--- src/rtl/core/srr_pkg.sv ---
// Package for the selective-repeat receiver core.
// Holds field widths, item structs, result kind codes, FSM state and RAM control types.
// No dependencies.
`default_nettype none

package srr_pkg;

    localparam int SEQ_BITS     = 4;
    localparam int PAYLOAD_BITS = 32;
    localparam int WINDOW_DEF   = 8;
    localparam int SEQ_SPACE    = 1 << SEQ_BITS;
    localparam int HALF_SPACE   = 1 << (SEQ_BITS - 1);

    localparam logic KIND_DATA = 1'b0;
    localparam logic KIND_ACK  = 1'b1;

    typedef struct packed {
        logic [SEQ_BITS-1:0]     seq_num;
        logic [PAYLOAD_BITS-1:0] payload_word;
        logic                    checksum_ok;
    } in_item_t;

    typedef struct packed {
        logic                    result_kind;
        logic [PAYLOAD_BITS-1:0] delivered_data;
        logic [SEQ_BITS-1:0]     ack_seq;
        logic                    last;
    } out_item_t;

    typedef struct packed {
        logic wr_en;
        logic rd_en;
    } ram_ctl_t;

    typedef enum logic [1:0] {
        ST_IDLE,
        ST_SCAN,
        ST_FETCH,
        ST_ACK
    } state_t;

endpackage

`default_nettype wire

--- src/rtl/core/srr_slot_ram.sv ---
// Slot payload memory: one write port, one read port, registered read data.
// Depends on srr_pkg for the payload width, the default depth and the ram_ctl_t struct.
`default_nettype none

module srr_slot_ram #(
    parameter int DEPTH  = srr_pkg::WINDOW_DEF,
    parameter int ADDR_W = (DEPTH > 1) ? $clog2(DEPTH) : 1
) (
    input  wire                                clk,
    input  wire srr_pkg::ram_ctl_t             ctl,
    input  wire  [ADDR_W-1:0]                  wr_addr,
    input  wire  [srr_pkg::PAYLOAD_BITS-1:0]   wr_data,
    input  wire  [ADDR_W-1:0]                  rd_addr,
    output logic [srr_pkg::PAYLOAD_BITS-1:0]   rd_data
);

    logic [srr_pkg::PAYLOAD_BITS-1:0] mem [DEPTH];
    logic [srr_pkg::PAYLOAD_BITS-1:0] rd_data_reg;

    always_ff @(posedge clk)
    begin
        if (ctl.wr_en)
        begin
            mem[wr_addr] <= wr_data;
        end
        if (ctl.rd_en)
        begin
            rd_data_reg <= mem[rd_addr];
        end
    end

    assign rd_data = rd_data_reg;

endmodule

`default_nettype wire

--- src/rtl/core/srr_ctrl.sv ---
// Receive control: window base, slot valid bits, sequencing FSM and result selection.
// Depends on srr_pkg; drives srr_slot_ram through a ram_ctl_t struct.
`default_nettype none

module srr_ctrl #(
    parameter int WINDOW = srr_pkg::WINDOW_DEF,
    parameter int SLOT_W = (WINDOW > 1) ? $clog2(WINDOW) : 1
) (
    input  wire                                clk,
    input  wire                                rst_n,
    input  wire                                in_valid,
    output logic                               in_ready,
    input  wire srr_pkg::in_item_t             in_item,
    input  wire                                out_free,
    output logic                               out_load,
    output srr_pkg::out_item_t                 out_item,
    output srr_pkg::ram_ctl_t                  ram_ctl,
    output logic [SLOT_W-1:0]                  wr_addr,
    output logic [SLOT_W-1:0]                  rd_addr,
    input  wire  [srr_pkg::PAYLOAD_BITS-1:0]   rd_data
);

    localparam int EFF_WIN = (WINDOW < srr_pkg::HALF_SPACE) ? WINDOW : srr_pkg::HALF_SPACE;
    localparam int SB      = srr_pkg::SEQ_BITS;

    logic [SLOT_W-1:0] slot_lut [srr_pkg::SEQ_SPACE];

    for (genvar i = 0; i < srr_pkg::SEQ_SPACE; i++)
    begin : g_lut
        assign slot_lut[i] = SLOT_W'(i % WINDOW);
    end

    srr_pkg::state_t   state_reg, state_next;
    logic [SB-1:0]     base_reg, base_next;
    logic [WINDOW-1:0] valid_reg, valid_next;
    logic [SB-1:0]     seq_reg, seq_next;

    logic              accept;
    logic [SB-1:0]     offset;
    logic              in_win;
    logic [SLOT_W-1:0] in_slot;
    logic [SLOT_W-1:0] head_slot;
    logic              head_valid;

    assign accept     = in_valid && in_ready;
    assign offset     = in_item.seq_num - base_reg;
    assign in_win     = {1'b0, offset} < (SB + 1)'(EFF_WIN);
    assign in_slot    = slot_lut[in_item.seq_num];
    assign head_slot  = slot_lut[base_reg];
    assign head_valid = valid_reg[head_slot];
    assign wr_addr    = in_slot;
    assign rd_addr    = head_slot;

    // next state
    always_comb
    begin
        state_next = state_reg;
        case (state_reg)
            srr_pkg::ST_IDLE:
            begin
                if (accept && in_item.checksum_ok)
                begin
                    state_next = srr_pkg::ST_SCAN;
                end
            end
            srr_pkg::ST_SCAN:
            begin
                if (head_valid)
                begin
                    state_next = srr_pkg::ST_FETCH;
                end
                else if (out_free)
                begin
                    state_next = srr_pkg::ST_IDLE;
                end
                else
                begin
                    state_next = srr_pkg::ST_ACK;
                end
            end
            srr_pkg::ST_FETCH:
            begin
                if (out_free)
                begin
                    state_next = srr_pkg::ST_SCAN;
                end
            end
            srr_pkg::ST_ACK:
            begin
                if (out_free)
                begin
                    state_next = srr_pkg::ST_IDLE;
                end
            end
            default:
            begin
                state_next = srr_pkg::ST_IDLE;
            end
        endcase
    end

    // outputs
    always_comb
    begin
        in_ready      = 1'b0;
        ram_ctl.wr_en = 1'b0;
        ram_ctl.rd_en = 1'b0;
        out_load      = 1'b0;
        out_item.result_kind    = srr_pkg::KIND_ACK;
        out_item.delivered_data = '0;
        out_item.ack_seq        = seq_reg;
        out_item.last           = 1'b1;
        case (state_reg)
            srr_pkg::ST_IDLE:
            begin
                in_ready      = 1'b1;
                ram_ctl.wr_en = in_valid && in_item.checksum_ok && in_win && !valid_reg[in_slot];
            end
            srr_pkg::ST_SCAN:
            begin
                ram_ctl.rd_en = head_valid;
                out_load      = !head_valid && out_free;
            end
            srr_pkg::ST_FETCH:
            begin
                out_load                = out_free;
                out_item.result_kind    = srr_pkg::KIND_DATA;
                out_item.delivered_data = rd_data;
                out_item.ack_seq        = '0;
                out_item.last           = 1'b0;
            end
            srr_pkg::ST_ACK:
            begin
                out_load = out_free;
            end
            default:
            begin
                out_load = 1'b0;
            end
        endcase
    end

    always_comb
    begin
        valid_next = valid_reg;
        base_next  = base_reg;
        seq_next   = seq_reg;
        if (ram_ctl.wr_en)
        begin
            valid_next[in_slot] = 1'b1;
        end
        if (ram_ctl.rd_en)
        begin
            valid_next[head_slot] = 1'b0;
            base_next             = base_reg + 1'b1;
        end
        if (accept)
        begin
            seq_next = in_item.seq_num;
        end
    end

    always_ff @(posedge clk or negedge rst_n)
    begin
        if (!rst_n)
        begin
            state_reg <= srr_pkg::ST_IDLE;
            base_reg  <= '0;
            valid_reg <= '0;
        end
        else
        begin
            state_reg <= state_next;
            base_reg  <= base_next;
            valid_reg <= valid_next;
        end
    end

    always_ff @(posedge clk)
    begin
        seq_reg <= seq_next;
    end

    a_rd_then_fetch: assert property (@(posedge clk) disable iff (!rst_n)
        ram_ctl.rd_en |=> (state_reg == srr_pkg::ST_FETCH))
        else $error("slot read not followed by fetch");

    a_rd_clears_slot: assert property (@(posedge clk) disable iff (!rst_n)
        ram_ctl.rd_en |=> !valid_reg[$past(head_slot)])
        else $error("delivered slot still marked valid");

    a_base_moves_on_read: assert property (@(posedge clk) disable iff (!rst_n)
        !ram_ctl.rd_en |=> $stable(base_reg))
        else $error("window base moved without a delivery");

    a_no_load_idle: assert property (@(posedge clk) disable iff (!rst_n)
        out_load |-> !in_ready)
        else $error("result loaded while taking an item");

    a_wr_only_free: assert property (@(posedge clk) disable iff (!rst_n)
        ram_ctl.wr_en |-> !ram_ctl.rd_en && !valid_reg[in_slot])
        else $error("slot written while occupied or during read");

endmodule

`default_nettype wire

--- src/rtl/core/selective_repeat_receiver_core.sv ---
// Selective-repeat ARQ receiver core: top level with the result output register.
// Depends on srr_pkg, srr_ctrl and srr_slot_ram.
//
// Input channel (in_valid/in_ready/in_item) takes one packet: sequence number,
// payload word and checksum flag. A corrupt packet is dropped with no result.
// A good packet inside the receive window is stored in its slot; then every
// consecutive stored payload from the window base is delivered in order on
// the output channel (out_valid/out_ready/out_item, result_kind data), and
// an ack with the packet's sequence number closes the packet with last set.
// Sequencing: for each delivered payload, ST_SCAN checks the head slot and
// reads the slot RAM, then ST_FETCH loads the registered read data into the
// output register. in_ready is high only between packets; the output
// register lets the next packet be taken while the closing ack waits. When
// out_ready is low the sequencer holds its place.
// Reset clears the window base and all slot valid bits at once; the slot
// payload RAM is not cleared and needs no sweep.
`default_nettype none

module selective_repeat_receiver_core #(
    parameter int WINDOW = srr_pkg::WINDOW_DEF
) (
    input  wire                     clk,
    input  wire                     rst_n,
    input  wire                     in_valid,
    output logic                    in_ready,
    input  wire srr_pkg::in_item_t  in_item,
    output logic                    out_valid,
    input  wire                     out_ready,
    output srr_pkg::out_item_t      out_item
);

    localparam int SLOT_W = (WINDOW > 1) ? $clog2(WINDOW) : 1;

    srr_pkg::ram_ctl_t                ram_ctl;
    logic [SLOT_W-1:0]                wr_addr;
    logic [SLOT_W-1:0]                rd_addr;
    logic [srr_pkg::PAYLOAD_BITS-1:0] rd_data;
    logic                             out_free;
    logic                             out_load;
    srr_pkg::out_item_t               load_item;

    logic               out_valid_reg, out_valid_next;
    srr_pkg::out_item_t out_item_reg, out_item_next;

    srr_ctrl #(
        .WINDOW (WINDOW),
        .SLOT_W (SLOT_W)
    ) u_ctrl (
        .clk      (clk),
        .rst_n    (rst_n),
        .in_valid (in_valid),
        .in_ready (in_ready),
        .in_item  (in_item),
        .out_free (out_free),
        .out_load (out_load),
        .out_item (load_item),
        .ram_ctl  (ram_ctl),
        .wr_addr  (wr_addr),
        .rd_addr  (rd_addr),
        .rd_data  (rd_data)
    );

    srr_slot_ram #(
        .DEPTH  (WINDOW),
        .ADDR_W (SLOT_W)
    ) u_ram (
        .clk     (clk),
        .ctl     (ram_ctl),
        .wr_addr (wr_addr),
        .wr_data (in_item.payload_word),
        .rd_addr (rd_addr),
        .rd_data (rd_data)
    );

    assign out_free = !out_valid_reg || out_ready;

    always_comb
    begin
        out_valid_next = out_valid_reg;
        out_item_next  = out_item_reg;
        if (out_load)
        begin
            out_valid_next = 1'b1;
            out_item_next  = load_item;
        end
        else if (out_ready)
        begin
            out_valid_next = 1'b0;
        end
    end

    always_ff @(posedge clk or negedge rst_n)
    begin
        if (!rst_n)
        begin
            out_valid_reg <= 1'b0;
        end
        else
        begin
            out_valid_reg <= out_valid_next;
        end
    end

    always_ff @(posedge clk)
    begin
        out_item_reg <= out_item_next;
    end

    assign out_valid = out_valid_reg;
    assign out_item  = out_item_reg;

endmodule

`default_nettype wire

--- config.mk ---
export PLATFORM = sky130hd
export DESIGN_NAME = selective_repeat_receiver_core
export DESIGN_NICKNAME = d
export VERILOG_FILES = /design/src/rtl/core/srr_pkg.sv /design/src/rtl/core/srr_slot_ram.sv /design/src/rtl/core/srr_ctrl.sv /design/src/rtl/core/selective_repeat_receiver_core.sv
export SDC_FILE = /design/constraint.sdc
export NUM_CORES = 1
export LEC_CHECK = 0
export ABC_AREA = 1
export BUFFER_PORTS_ARGS = -buffer_cell sky130_fd_sc_hd__buf_2
export CORE_MARGIN = 1.5
export CORE_UTILIZATION = 39
export DETAILED_ROUTE_END_ITERATION = 8
export HOLD_SLACK_MARGIN = 0.15
export PLACE_DENSITY = 0.55
export SLEW_MARGIN = 20
export SYNTH_ARGS = -nofsm -noshare
export SYNTH_HDL_FRONTEND = slang
export SYNTH_HIERARCHICAL = 1
export SYNTH_SLANG_ARGS = --single-unit
--- constraint.sdc ---
create_clock -name clk -period 4.7 [get_ports clk]
set_input_delay 0.705 -clock clk [delete_from_list [all_inputs] [get_ports clk]]
set_output_delay 0.705 -clock clk [all_outputs]
set_load 0.01 [all_outputs]
==> results of run 1 <==
final cells by class:
cell class | instances | area [um^2] | area share [%]
clock buffer | 45 | 1040 | 6.06
tap | 511 | 639 | 3.72
multi-input combinational | 707 | 3100 | 18.1
inverter | 335 | 1270 | 7.40
clock inverter | 23 | 282 | 1.64
sequential | 345 | 10300 | 59.9
timing repair buffer | 97 | 543 | 3.16
routing by layer:
metal | up-vias | GRT usage (%)
met3 | 44 | 2.71
met5 | - | 0
met1 | 4423 | 22.0
li1 | 4663 | -
met2 | 180 | 28.6
met4 | 2 | 4.60
where the power goes:
part / total, mW / internal, mW / switching, mW
Clock: 3.10 / 1.92 / 1.19
Combinational: 2.74 / 0.783 / 1.95
Sequential: 4.12 / 3.94 / 0.185
Total: 9.96 / 6.64 / 3.32
cell usage in the layout, fill, tap and decap left out, types with 9 or more instances in the layout:
master	n
nand2_1	452
edfxtp_1	330
inv_1	323
nand3_1	149
buf_2	80
nor2_1	54
clkbuf_16	41
buf_4	15
nor2_4	14
dfrtp_1	12
a21oi_1	9
cells by family after synthesis:
logic type / share of synthesized area (%)
and+or+nand+nor: 19.2
buffers and inverters: 11.1
DFF: 68.7
AOI/OAI and AO/OA: 0.610
adders and majority gates: 0.251
xor gates and xnor gates: 0.117
worst min path at each step:
stage / to / slack [ps] / cells after the start
finish: u_ctrl/seq_reg[3] / 400 / 1
global route: u_ctrl/seq_reg[3] / 380 / 1
CTS: u_ctrl/seq_reg[3] / 370 / 1
detailed placement: out_valid / 520 / 2
global placement: out_valid / 520 / 2
floorplan: out_valid / 410 / 0
repair_timing:
action	4_1_cts	5_1_grt
buffers inserted	0	0
hold endpoints to repair	15	0
hold buffers	1	0
stage by stage:
stage / setup slack (ps) / hold slack (ps) / utilization, %
global route: 1200 / 378 / 45.5
CTS: 1340 / 371 / 45.5
floorplan: 399 / 409 / -
finish: 1420 / 399 / 45.5
global placement: 940 / 518 / 41.9
detailed placement: 969 / 517 / 41.9
==> impl_metrics.toml, run 1 <==
[pwr]
power.density_mw_per_mm2 = 580
p_leak_nw = 7.72
peakVddDrop_uv = 316
totalPowerFinal_mw = 9.96

[place]
dpl_cell_area_mm2 = 0.0158
dp_hpwl_um = 18100
portBuffers = 80
placedCellCount = 1994
place.gp.congestion = 0.820

[critical_path]
critPathMaxFanout = 54
reg2reg_from = "u_ctrl/base_reg[0]"
crit_start = "u_ctrl/base_reg[0]"
slowest_delay_ps = 840
path_cells = "nand2_2 -> nand2_1 -> nand2_1 -> nand2_1 -> nand2_2 -> nor4_1 -> nand2_1 -> nor2_4 -> buf_4"
cp_top_family = "simple AND/OR/NAND/NOR gates"
required_ps = 4930
cpMaxStageDelayCell = "dfrtp_4"
reg2reg_setup_slack_ps = 1420
reg2regPathDepth = 9
arrival_ps = 3510
startpoint_type = "flip-flop"
path_buf_inv = 1
crit_top_cell = "nand2_1"
critPathCapture = "u_ram/mem[0][4]"
r2r-end = "u_ram/mem[0][4]"
crit_cells = 9
criticalPathCategory = "flip-flop to flip-flop"
worstSetupEndpointType = "flip-flop"

[clocking]
clkSinkCount = 345
cts_buffers = 38
clkTransAtPathRegs_ps = 60
cts-root-buf = "clkbuf_16"
cts.path.max_buffers = 3
htreeDepth = 2
cts_tree = "yes"
cts_resized = 0
clk_latency_ps = 520

[global_routing]
grt_pass1_wl_um = 50600
grt_usage_pct = 16.7
grt_max_degree = 104
grt_pass1_vias = 9150
overflow = 0
antenna_found_initial = 1

[synthesis]
synth.yosys.warnings = 6
synth_area_leaders = "edfxtp_1 66%, nand2_1 11%, inv_1 8.1%"
syn_avg_cell_area_um2 = 10.3
synth_nets = 1492
synth_seq_cells = 345
ys_async_sr_fraction_pct = 4.35
yosysTopAreaCellShare_pct = 66.2
synth_cells = 1448
yosysMostFrequentCell = "nand2_1"
synth_flop_cell = "edfxtp_1"
yosys-top-cells-count = "452 x nand2_1, 330 x edfxtp_1, 324 x inv_1"
synth_top_area_cell = "edfxtp_1"
synthesis.area_mm2 = 0.0150
ys_types = 30
ys_seq_area_share_pct = 68.7
synth-edff-count = 330

[drt]
dr.pass1.iters = 5
vias_per_cell = 4.51
routedLengthMet1_um = 14500
drc = 0
num_vias = 9312
drt_iter0_markers = 551
ant_nets = 0
top_layer_used = "met5"
route.met3.wl_um = 1160
wl_met2_um = 15500
routed_wl_um = 31800
drt-wirelength-per-cell_um = 15.4

[floorplanning]
start_util_pct = 39.7
dieHeight_um = 199
die_x_um = 199
dieArea_mm2 = 0.0396
pin_count = 81
std_cell_rows = 71
core_area_mm2 = 0.0378

[hold_path]
hold_path_startpoint = "in_item[36]"
hold_class = "input pin to flip-flop"

[final_layout]
nets = 1568
final_cells = 2063
fin_area_mm2 = 0.0172
n_antenna_cell = 0
fillCellCount = 3496
largest_register_ffs = 256
layout-drive-gt1-share_pct = 12.8
synthToLayoutAreaGrowth_pct = 14.6

[outcome]
status = "finished clean"

[timing]
worst_pin_slew_ps = 974
fmax_mhz = 305
hold_viol_final = 0
relSlewSlack_pct = 34.9
period_needed_ps = 3280
setup_viol = 0
rsz0062_at_grt = "no"
setup-tns-final_ps = 0
finClkSkew_ps = 13.1
finalCritPeriodShare_pct = 69.7
slew_viol_final = 0

[job]
maxCapViolations = 0
No activity file was read; power rests on OpenSTA's default activity.
==> run 2, diff against run 1 <==
ABC_AREA = 0   (was 1)
clock period = 3.1 ns   (was 4.7 ns; I/O delays follow)
==> run 2 against run 1 <==
Effect of this change:
- largest cell class unchanged
- sequential power increased by 48%
- highest routed layer is now met4
- core utilization increased by 1.8 points
- clock skew increased by 4.2 ps
- sequential cell count unchanged
- combinational power increased by 25%
==> impl_metrics.toml, run 2 <==
[timing]
slew_viol_final = 0
fmax_mhz = 366
worst_pin_slew_ps = 914
finClkSkew_ps = 17.2
hold_viol_final = 0
setup_viol = 0
hold_slack_ps = 177
fin_ws_ps = 364
finalCritPeriodShare_pct = 88.3
period_needed_ps = 2740
rsz0062_at_grt = "no"
relSlewSlack_pct = 38.9

[synthesis]
yosysTopAreaCellShare_pct = 73.9
yosysMostFrequentCell = "edfxtp_1"
synth_flop_cell = "edfxtp_1"
synth_nets = 653
synth_top_family_by_area = "multiplexers"
synth_xor_area_share_pct = 0.261
yosys-top-cells-count = "330 x edfxtp_1, 40 x mux4_1, 36 x mux2_2"
ys_async_sr_fraction_pct = 4.35
synthesis.area_mm2 = 0.0134
synth.yosys.warnings = 6
ys_types = 42
syn_avg_cell_area_um2 = 22.0
yosys.area_share.adder_pct = 0.280
synth_compound_area_share_pct = 1.25
post_synth_and_or_nand_nor_area_fraction_pct = 3.88
synthMuxAreaShare_pct = 15.8
synth_seq_cells = 345
ys_seq_area_share_pct = 76.7
synth_area_leaders = "edfxtp_1 74%, mux4_1 7.8%, mux4_2 4.7%"
synth-edff-count = 330
synth_top_area_cell = "edfxtp_1"
synth_cells = 609

[floorplanning]
dieArea_mm2 = 0.0355
start_util_pct = 39.8
pin_count = 81
core_area_mm2 = 0.0337
die_x_um = 188
dieHeight_um = 188
std_cell_rows = 67

[critical_path]
required_ps = 3300
startpoint_type = "flip-flop"
critPathMaxFanout = 13
slowest_delay_ps = 540
worstSetupEndpointType = "flip-flop"
cpMaxStageDelayCell = "a2111oi_2"
path_buf_inv = 1
reg2regPathDepth = 6
reg2reg_setup_slack_ps = 360
crit_cells = 6
cp_top_family = "simple AND/OR/NAND/NOR gates"
path_cells = "nor2_2 -> nand3_2 -> a2111oi_2 -> nand2b_1 -> nor3_4 -> buf_4"
criticalPathCategory = "flip-flop to flip-flop"
arrival_ps = 2940

[final_layout]
final_common_cell = "edfxtp_1"
final_cell_mix = "330 x edfxtp_1, 80 x buf_2, 40 x mux4_1, 38 x clkbuf_16, 36 x mux2_2"
synthToLayoutAreaGrowth_pct = 18.9
final_cells = 1204
nets = 769
fin_area_mm2 = 0.0159
largest_register_ffs = 256
layout-drive-gt1-share_pct = 33.8

[global_routing]
grt_usage_pct = 14.8
overflow = 0
grt_pass1_vias = 6694
antenna_found_initial = 3
grt_max_degree = 73
grt_pass1_wl_um = 39600

[place]
pre_cts_slack_ps = 102
place.gp.congestion = 0.773
dp_hpwl_um = 15500
dpl_cell_area_mm2 = 0.0146
placedCellCount = 1132
portBuffers = 80

[drt]
ant_nets = 0
routed_wl_um = 25500
drc = 0
num_vias = 6073
drt-wirelength-per-cell_um = 21.2
drt_iter0_markers = 374
vias_per_cell = 5.04
dr.pass1.iters = 4

[job]
maxCapViolations = 0

[clocking]
cts_resized = 0
clkSinkCount = 345
clkTransAtPathRegs_ps = 60
cts_tree = "yes"
cts.path.max_buffers = 3
htreeDepth = 2
cts_buffers = 38
cts-root-buf = "clkbuf_16"
clk_latency_ps = 530

[pwr]
p_leak_nw = 5.38
power.density_mw_per_mm2 = 892
peakVddDrop_uv = 520

[outcome]
status = "finished clean"

[hold_path]
holdPathStages = 1
hold_class = "input pin to flip-flop"
## run 2: worst reg2reg max path, cell delays in order (launching register included)
cell and delay, ps:
dfrtp_1 500, nor2_2 300, nand3_2 280, a2111oi_2 550, nand2b_1 210, nor3_4 280
buf_4 300
## run 2: path summary, 6_finish.rpt
check	from	endpoint
max	u_ctrl/state_reg[0]	u_ram/mem[0][0]
min	in_item[36]	u_ctrl/seq_reg[3]
max reg2reg	u_ctrl/state_reg[0]	u_ram/mem[0][0]
min reg2reg	u_ctrl/base_reg[3]	u_ctrl/base_reg[3]
max in group asynchronous	rst_n	u_ctrl/base_reg[0]
min in group asynchronous	rst_n	u_ctrl/state_reg[1]
## run 2: stage by stage
stage	TNS [ps]	utilization, %	total power, mW
final	0	47.3	14.2
after global routing	0	47.3	14.9
after CTS	0	47.3	14.4
after detailed placement	0	43.4	9.70
after global placement	0	43.4	9.69
after floorplan	-2910	-	8.65
## run 2: where the power goes
| group | internal (mW) | leakage [nW] | total, mW | switching, mW |
|---|---|---|---|---|
| Clock | 2.93 | 0.640 | 4.69 | 1.76 |
| Sequential | 5.90 | 3.17 | 6.11 | 0.204 |
| Combinational | 1.59 | 1.57 | 3.43 | 1.84 |
| Total | 10.4 | 5.38 | 14.2 | 3.80 |
## run 2: area by class of cell
type | count | area [um^2]
fillers | 2814 | 17800
clock buffers | 44 | 973
flip-flops and latches | 345 | 10300
well taps | 448 | 561
clock inverters | 25 | 342
repair buffers | 110 | 753
inverters | 4 | 15.0
multi-input cells | 226 | 3000
diodes | 2 | 5.00
## run 2: cells by family (layout without fill, tap and decap cells)
logic type / count (synthesis) / count (layout)
xor gates and xnor gates: 4 / 4
muxes: 106 / 106
and+or+nand+nor: 88 / 88
DFF: 345 / 345
buffers and inverters: 38 / 183
other: 0 / 2
adders and majority gates: 3 / 3
AOI/OAI and AO/OA: 25 / 25
## run 2: repair_timing
item / 4_1_cts / 5_1_grt
buffers inserted: 0 / 0
hold endpoints to repair: 15 / 0
hold buffers: 1 / 0
## run 2: routing by layer
| layer | track usage [%] | vias to the layer above | wire, um | part of all wire [%] |
|---|---|---|---|---|
| met3 | 2.74 | 43 | 1150 | 4.5 |
| met1 | 19.2 | 3144 | 11000 | 43 |
| met2 | 25.5 | 137 | 12800 | 50 |
| met5 | 0 | - | 0 | 0 |
| li1 | - | 2749 | - | - |
| met4 | 4.06 | 0 | 515 | 2.0 |
